[src/hw/rtl/tcae_pkg.sv]
// Shared types and constants for the tree common ancestor engine.
// Used by the controller, the datapath and the top level; no dependencies.
package tcae_pkg;

	// Tree size and lifting depth.
	localparam int NODE_COUNT  = 1024;
	localparam int NODE_W      = 10;
	localparam int LEVEL_COUNT = 10;
	localparam int LEVEL_W     = (LEVEL_COUNT > 1) ? $clog2(LEVEL_COUNT) : 1;
	localparam int DEPTH_W     = 10;
	localparam logic [DEPTH_W-1:0] DEPTH_MAX = '1;

	// The ancestor table is addressed by {node, level}.
	localparam int ANC_ADDR_W  = NODE_W + LEVEL_W;
	localparam int ANC_ENTRIES = NODE_COUNT << LEVEL_W;

	// Transaction kinds on the mode input.
	localparam logic MODE_LOAD  = 1'b0;
	localparam logic MODE_QUERY = 1'b1;

	typedef enum logic [3:0] {
		ST_IDLE,
		ST_LD_ROOT,
		ST_LD_RD,
		ST_LD_WR,
		ST_LD_DWR,
		ST_Q_DRD,
		ST_Q_ORDER,
		ST_Q_LIFT,
		ST_Q_LWR,
		ST_Q_CHK,
		ST_Q_JRD,
		ST_Q_JWR,
		ST_Q_FRD,
		ST_Q_FOUT
	} state_t;

	// Commands from the controller to the datapath.
	typedef struct packed {
		logic capture;   // latch the input transaction
		logic ld_root;   // write level 0 of the row, start the row walk
		logic ld_rd;     // read the walked ancestor at the previous level
		logic ld_wr;     // write the next level of the row
		logic dep_wr;    // write the depth of the loaded node
		logic q_order;   // put the deeper node first and form the difference
		logic lift_wr;   // lift the first node by one level
		logic lvl_dec;   // step to the next lower level
		logic jump_init; // restart the level count for the joint climb
		logic jump_wr;   // climb both nodes where their ancestors differ
		logic emit_u;    // return the first node
		logic emit_rd;   // return the ancestor just read
	} cmd_t;

	// Status from the datapath to the controller.
	typedef struct packed {
		logic same;      // both working nodes are equal
		logic lvl_zero;  // level counter is at zero
		logic lvl_last;  // level counter is at the top level
		logic diff_bit;  // depth difference bit at the current level
	} status_t;

endpackage

[src/hw/rtl/tcae_controller.sv]
// Controller state machine of the tree common ancestor engine.
// Sequences loads and queries through the datapath; uses tcae_pkg.
module tcae_controller
	import tcae_pkg::*;
(
	input  logic    clk,
	input  logic    arst_n,
	input  logic    start,
	input  logic    mode,
	input  status_t status,
	output cmd_t    cmd,
	output logic    busy
);

	state_t state_q;
	state_t state_next;

	// State register.
	always_ff @(posedge clk or negedge arst_n) begin
		if (!arst_n) begin
			state_q <= ST_IDLE;
		end else begin
			state_q <= state_next;
		end
	end

	// Next state and datapath commands.
	always_comb begin
		state_next = state_q;
		cmd        = '0;
		case (state_q)
			ST_IDLE: begin
				if (start) begin
					cmd.capture = 1'b1;
					state_next  = (mode == MODE_QUERY) ? ST_Q_DRD : ST_LD_ROOT;
				end
			end
			ST_LD_ROOT: begin
				cmd.ld_root = 1'b1;
				state_next  = (LEVEL_COUNT == 1) ? ST_LD_DWR : ST_LD_RD;
			end
			ST_LD_RD: begin
				cmd.ld_rd  = 1'b1;
				state_next = ST_LD_WR;
			end
			ST_LD_WR: begin
				cmd.ld_wr  = 1'b1;
				state_next = status.lvl_last ? ST_LD_DWR : ST_LD_RD;
			end
			ST_LD_DWR: begin
				cmd.dep_wr = 1'b1;
				state_next = ST_IDLE;
			end
			ST_Q_DRD: begin
				// The depth reads are in flight; equal nodes answer at once.
				if (status.same) begin
					cmd.emit_u = 1'b1;
					state_next = ST_IDLE;
				end else begin
					state_next = ST_Q_ORDER;
				end
			end
			ST_Q_ORDER: begin
				cmd.q_order = 1'b1;
				state_next  = ST_Q_LIFT;
			end
			ST_Q_LIFT: begin
				// Read only at levels where the difference has a one.
				if (status.diff_bit) begin
					state_next = ST_Q_LWR;
				end else if (status.lvl_zero) begin
					state_next = ST_Q_CHK;
				end else begin
					cmd.lvl_dec = 1'b1;
				end
			end
			ST_Q_LWR: begin
				cmd.lift_wr = 1'b1;
				if (status.lvl_zero) begin
					state_next = ST_Q_CHK;
				end else begin
					cmd.lvl_dec = 1'b1;
					state_next  = ST_Q_LIFT;
				end
			end
			ST_Q_CHK: begin
				if (status.same) begin
					cmd.emit_u = 1'b1;
					state_next = ST_IDLE;
				end else begin
					cmd.jump_init = 1'b1;
					state_next    = ST_Q_JRD;
				end
			end
			ST_Q_JRD: begin
				state_next = ST_Q_JWR;
			end
			ST_Q_JWR: begin
				cmd.jump_wr = 1'b1;
				if (status.lvl_zero) begin
					state_next = ST_Q_FRD;
				end else begin
					cmd.lvl_dec = 1'b1;
					state_next  = ST_Q_JRD;
				end
			end
			ST_Q_FRD: begin
				// The level count is zero here, so the read gives the parent.
				state_next = ST_Q_FOUT;
			end
			ST_Q_FOUT: begin
				cmd.emit_rd = 1'b1;
				state_next  = ST_IDLE;
			end
			default: begin
				state_next = ST_IDLE;
			end
		endcase
	end

	assign busy = (state_q != ST_IDLE);

endmodule

[config.mk]
export PLATFORM = sky130hd
export DESIGN_NAME = tcae_controller
export DESIGN_NICKNAME = d
export VERILOG_FILES = /design/src/hw/rtl/tcae_pkg.sv /design/src/hw/rtl/tcae_controller.sv
export SDC_FILE = /design/constraint.sdc
export NUM_CORES = 1
export LEC_CHECK = 0
export BUFFER_PORTS_ARGS = -buffer_cell sky130_fd_sc_hd__buf_2
export CAP_MARGIN = 5
export CORE_AREA = 2 2 39 41
export CTS_BUF_LIST = sky130_fd_sc_hd__clkbuf_8
export CTS_CLUSTER_SIZE = 12
export DETAILED_ROUTE_END_ITERATION = 10
export DIE_AREA = 0 0 41 43
export MAX_ROUTING_LAYER = met4
export PLACE_DENSITY = 0.67
export SYNTH_ARGS = -nofsm -noshare
export SYNTH_HDL_FRONTEND = slang
export SYNTH_SLANG_ARGS = --single-unit
[constraint.sdc]
create_clock -name clk -period 3.3 [get_ports clk]
set_input_delay 0.66 -clock clk [delete_from_list [all_inputs] [get_ports clk]]
set_output_delay 0.66 -clock clk [all_outputs]
set_load 0.01 [all_outputs]
==> run_results.csv, run 1 <==
group,metric,value,unit
placement,port_buffers,20,
floorplan,floorplan.initialDensity,32.46,%
worst_setup_path,crit_family,"flip-flops",
synth,synth_cell_types,31,
pwr,combPwrFrac,54.7,%
pwr,p_int,0.3025,mW
routing,vias,529,
sta,finalHoldViolCount,0,
routing,wire_per_inst,11.22,um
floorplan,coreArea,1384,um^2
finish,antennaDiodeCount,0,
floorplan,die_w,41,um
floorplan,row_count,14,
clock_tree,clk_latency,0.22,ns
clock_tree,root_buffer,"clkbuf_8",
synth,yosysWarnings,0,
worst_setup_path,crit_slowest_cell,"dfrtp_1",
routing,firstDrtPassIters,4,
sta,drv_slew,0,
floorplan,ioPinCount,21,
grt,met1_usage,17.10,%
routing,drtAntennaViolNets,0,
worst_setup_path,crit_path_end_kind,"output pin",
grt,grt.total_usage,14.42,%
synth,synthCells,63,
pwr,p_total,0.5928,mW
clock_tree,cts_tree,"done",
sta,clock.fmax,0.4342,GHz
clock_tree,cts_setup_buffers,0,
grt,grt-busiest-layer,"met2",
worst_setup_path,arrival,1.64,ns
clock_tree,cts_buffer_depth,2,
worst_setup_path,r2r_start,"state_q[2]",
finish,final_nets,92,
synth,synth-edff-count,0,
clock_tree,path_clk_slew,0.03,ns
finish,areaGrowthSynthToFinish,30.08,%
grt,grt_pass1_vias,413,
clock_tree,numCtsBuffers,3,
worst_setup_path,cp_num_buf_inv,1,
routing,totalWireLength,1.100,mm
sta,tightest_slew,0.4510,ns
sta,fin_tns_setup,0,ns
routing,drt-initial-drc-count,16,
floorplan,dieArea,1763,um^2
worst_setup_path,path_cells,"nor3b_1 > o21bai_1 > a21oi_1 > buf_2",
grt,grt_max_degree,19,
synth,syn_nets,71,
pwr,power.leakage,0.2836,nW
worst_setup_path,critPathLaunchType,"register",
sta,post-route-period-util,69.79,%
clock_tree,cts_hold_buf,0,
synth,yosysSeqAreaShare,22.28,%
grt,grt_overflow,0,
routing,drc,0,
run_status,outcome,"finished clean",
clock_tree,post_cts_resized,0,
worst_setup_path,cp-startpoint,"state_q[2]",
synth,synth.ff_latch_count,4,
synth,syn_area_per_cell,7.130,um^2
finish,largest_reg_flops,4,
clock_tree,htree_levels,1,
pwr,ir_worst_vdd,325.4,uV
worst_setup_path,rrSetupSlack,1.74,ns
pwr,pwr_density_cell,1015,nW/um^2
sta,min_period,2.303,ns
finish,regMostFlops,"state_q",
placement,gp_congestion,0.7180,
worst_setup_path,critPathKind,"reg -> out",
worst_setup_path,cpPeakStageDelay,0.61,ns
flow_run,cap_violations,0,
worst_setup_path,cp_max_fo,18,
min_path,hp-class,"in -> async",
sta,rsz0062_at_grt,"false",
pwr,swShare,48.97,%
finish,reg.largest.list,"state_q x4",
synth,syn-cell-area,449.2,um^2
sta,skew,0.001943,ns
grt,grt_pass1_wl,1.704,mm
finish,layout_common_cells,"buf_2 (20), nand2b_1 (5), nor2_1 (5), nor3_1 (5), nand2_1 (5)",
placement,dp_hpwl,819.2,um
synth,async_flop_share,100.0,%
synth,ys.flop_type,"dfrtp_1",
finish,drive_gt1_share,35.37,%
grt,grt.met3_usage,1.571,%
pwr,p_seq_share,28.3,%
pwr,power_switching,0.2903,mW
clock_tree,cts.sinks,4,
worst_setup_path,cp.required,2.64,ns
sta,relSlewSlack,69.93,%
sta,setup_viol,0,
grt,antenna_found_initial,0,
grt,use_met2,22.50,%
floorplan,fp.dieH,43,um
finish,final_common_cell,"buf_2",
routing,vias_per_cell,5.398,
pwr,p_clk_share,17.0,%
==> cell usage after synthesis, types with 2 or more instances <==
cell	instances	area, um^2
nand2_1	5	18.77
nand2b_1	5	31.28
nor2_1	5	18.77
nor3_1	5	25.02
a21oi_1	4	20.02
dfrtp_1	4	100.1
buf_2	3	15.01
inv_1	3	11.26
nor2b_1	3	18.77
a211oi_1	2	15.01
nor3b_1	2	15.01
o21ai_0	2	10.01
o21ai_1	2	10.01
==> final timing paths <==
path | to | cells past startpoint
min in group clk | state_q[0] | 1
setup reg to reg | state_q[3] | 3
hold / removal | state_q[1] | 1
max in group asynchronous | state_q[2] | 1
setup / recovery | cmd[4] | 4
hold reg to reg | state_q[0] | 1
==> final cells by class <==
cell class	instances	area [um^2]
fillers	149	799.5
multi-input cells	51	307.8
flip-flops and latches	4	100.1
repair buffers	20	100.1
clock buffers	3	41.29
well taps	16	20.02
inverters	4	15.01
==> power groups by stage <==
| stage | clock network, mW | logic, mW | registers (mW) |
|---|---|---|---|
| floorplan | 0 | 0.318 | 0.0988 |
| global placement | 0 | 0.322 | 0.168 |
| detailed placement | 0 | 0.324 | 0.167 |
| CTS | 0.101 | 0.325 | 0.167 |
| global route | 0.105 | 0.362 | 0.176 |
| finish | 0.101 | 0.324 | 0.168 |
==> cells by family after synthesis <==
kind of cell	after synthesis	synth area share (%)
AOI/OAI and AO/OA	18	27.30
buffers and inverters	8	9.190
and+or+nand+nor	33	41.23
DFF	4	22.29
==> metrics by stage <==
stage                     instance area [um^2]  util (%)  worst slack (ns)  hold WS [ns]  cells
after floorplan                          449.2         -             1.419        0.3644     63
after global placement                   543.0     39.24             1.190        0.4643     95
after detailed placement                 543.0     39.24             1.133        0.4632     95
after CTS                                584.3     42.22            0.9995        0.2402     98
after global routing                     584.3     42.22            0.8490        0.2459     98
final                                    584.3     42.22            0.9969        0.2372     98
==> layer usage <==
layer  share of wire [%]  vias up
met3                 6.4        2
met4                 1.3        0
met5                   0        -
met1                  42      238
met2                  50       22
li1                    -      267
No activity file was read; power rests on OpenSTA's default activity.
==> run 2: changes to the inputs <==
--- a/config.mk
+++ b/config.mk
@@ -13,7 +13,7 @@
 export DETAILED_ROUTE_END_ITERATION = 10
 export DIE_AREA = 0 0 41 43
 export MAX_ROUTING_LAYER = met4
-export PLACE_DENSITY = 0.67
+export PLACE_DENSITY = 0.69
 export SYNTH_ARGS = -nofsm -noshare
 export SYNTH_HDL_FRONTEND = slang
 export SYNTH_SLANG_ARGS = --single-unit
==> constraint.sdc (replaced) <==
create_clock -name clk -period 1.97 [get_ports clk]
set_input_delay 0.394 -clock clk [delete_from_list [all_inputs] [get_ports clk]]
set_output_delay 0.394 -clock clk [all_outputs]
set_load 0.01 [all_outputs]
==> run 2 against run 1 <==
  * Combinational power increased by 89%
  * Worst setup slack worse by 0.88 ns
  * Sequential share of layout area decreased by 0.50 points
  * Utilization is 2.4 points higher
  * Largest cell class unchanged
  * Critical endpoint unchanged
  * Via count up 1.1%
==> run_results.csv, run 2 (synthesized netlist as in run 1, its figures left out) <==
group,metric,value,unit
run_status,outcome,"finished clean",
sta,rsz0062_at_grt,"false",
finish,final_common_cell,"buf_2",
sta,drv_slew,0,
pwr,p_total,1.050,mW
sta,setup_ws,0.1206,ns
clock_tree,numCtsBuffers,3,
finish,drive_gt1_share,40.00,%
sta,fin_tns_setup,0,ns
clock_tree,cts_buffer_depth,2,
sta,relSlewSlack,77.23,%
flow_run,cap_violations,0,
finish,final_util,44.57,%
finish,reg.largest.list,"state_q x4",
clock_tree,clk_latency,0.22,ns
min_path,hp-class,"in -> reg",
routing,drt-initial-drc-count,6,
sta,skew,0.002421,ns
finish,seqCellArea,102.6,um^2
finish,antennaDiodeCount,0,
sta,setup_viol,0,
worst_setup_path,arrival,1.46,ns
placement,dp_hpwl,889.4,um
placement,place_ws,0.2863,ns
routing,vias,535,
finish,fillers,151,
finish,regMostFlops,"state_q",
clock_tree,cts.sinks,4,
sta,post-route-period-util,93.88,%
floorplan,floorplan.initialDensity,32.46,%
routing,vias_per_cell,5.297,
placement,port_buffers,20,
clock_tree,path_clk_slew,0.03,ns
finish,layout_common_cells,"buf_2 (20), nand2b_1 (5), nor2_1 (5), nor3_1 (5), nand2_1 (5)",
worst_setup_path,crit_path_end_kind,"output pin",
worst_setup_path,cp_max_fo,11,
sta,finalHoldViolCount,0,
finish,multi_input_area,312.8,um^2
floorplan,die_w,41,um
floorplan,ioPinCount,21,
placement,gp_congestion,0.8762,
pwr,ir_worst_vdd,548.9,uV
clock_tree,cts_tree,"done",
grt,grt.total_usage,16.68,%
routing,totalWireLength,1.213,mm
routing,wire_per_inst,12.01,um
grt,grt_pass1_wl,1.966,mm
routing,drtAntennaViolNets,0,
worst_setup_path,critPathLaunchType,"register",
finish,areaGrowthSynthToFinish,37.33,%
clock_tree,root_buffer,"clkbuf_8",
worst_setup_path,cp.required,1.58,ns
floorplan,dieArea,1763,um^2
sta,tightest_slew,0.3415,ns
grt,antenna_found_initial,0,
clock_tree,cts_setup_buffers,0,
grt,grt_overflow,0,
floorplan,fp.dieH,43,um
floorplan,row_count,14,
clock_tree,htree_levels,1,
routing,drc,0,
worst_setup_path,critPathKind,"reg -> out",
floorplan,coreArea,1384,um^2
pwr,power.leakage,0.2974,nW
pwr,pwr_density_cell,1702,nW/um^2
sta,clock.fmax,0.5407,GHz
finish,largest_reg_flops,4,
sta,min_period,1.849,ns
finish,final_nets,95,
grt,grt_pass1_vias,481,
routing,firstDrtPassIters,4,
grt,grt_max_degree,17,
-- run 2: cell count changes in the layout (fill, tap and decap cells not counted) --
cell           change
buf_4              +2
dfrtp_1            -2
dfrtp_2            +2
dlygate4sd3_1      +1
nor3b_1            -1
nor3b_2            +1
-- run 2: final timing paths --
kind | start | endpoint | slack [ns] | cells past startpoint
max in group asynchronous | arst_n | state_q[3] | 1.33 | 2
min in group asynchronous | arst_n | state_q[1] | 0.51 | 2
worst min-delay path | status[0] | state_q[0] | 0.50 | 4
worst max register to register | state_q[1] | state_q[2] | 0.48 | 4
worst max-delay path | state_q[2] | cmd[4] | 0.12 | 4
worst min register to register | state_q[0] | state_q[0] | 0.65 | 1
-- run 2: metrics by stage --
| step | hold WS [ns] | instances | cell area (um^2) |
|---|---|---|---|
| 4_1_cts | 0.5036 | 101 | 609.3 |
| 2_1_floorplan | 0.09841 | 63 | 449.2 |
| 3_5_place_dp | 0.1974 | 97 | 558.0 |
| 5_1_grt | 0.5342 | 101 | 616.8 |
| 6_report | 0.4998 | 101 | 616.8 |
| 3_3_place_gp | 0.1974 | 97 | 558.0 |
-- run 2: what timing repair did --
action	4_1_cts	5_1_grt
endpoints found under the hold margin	4	0
resized for setup	0	3
hold buffers	1	0
setup endpoints to repair	0	1
-- run 2: cell type report --
class / instances / area share, %
Inverter: 4 / 2.434
Timing Repair Buffer: 23 / 20.28
Multi-Input combinational cell: 51 / 50.71
Sequential cell: 4 / 16.63
Tap cell: 16 / 3.245
Clock buffer: 3 / 6.694
-- run 2: metal layers --
| layer | wire, um | GRT usage, % | vias to the layer above |
|---|---|---|---|
| met2 | 566 | 23.13 | 14 |
| met5 | 0 | - | - |
| met4 | 31 | 10.00 | 0 |
| met1 | 568 | 21.61 | 245 |
| met3 | 46 | 3.141 | 4 |
| li1 | - | - | 272 |
-- run 2: where the power goes --
| part | internal, mW | switching, mW |
|---|---|---|
| Combinational | 0.280 | 0.331 |
| Sequential | 0.131 | 0.137 |
| Clock | 0.130 | 0.0406 |
-- run 2: worst max-delay path, cell delays in order (launching register included) --
cell,delay (ns)
dfrtp_1,0.53
nor3b_2,0.27
o21bai_1,0.08
a21oi_1,0.19
buf_2,0.16
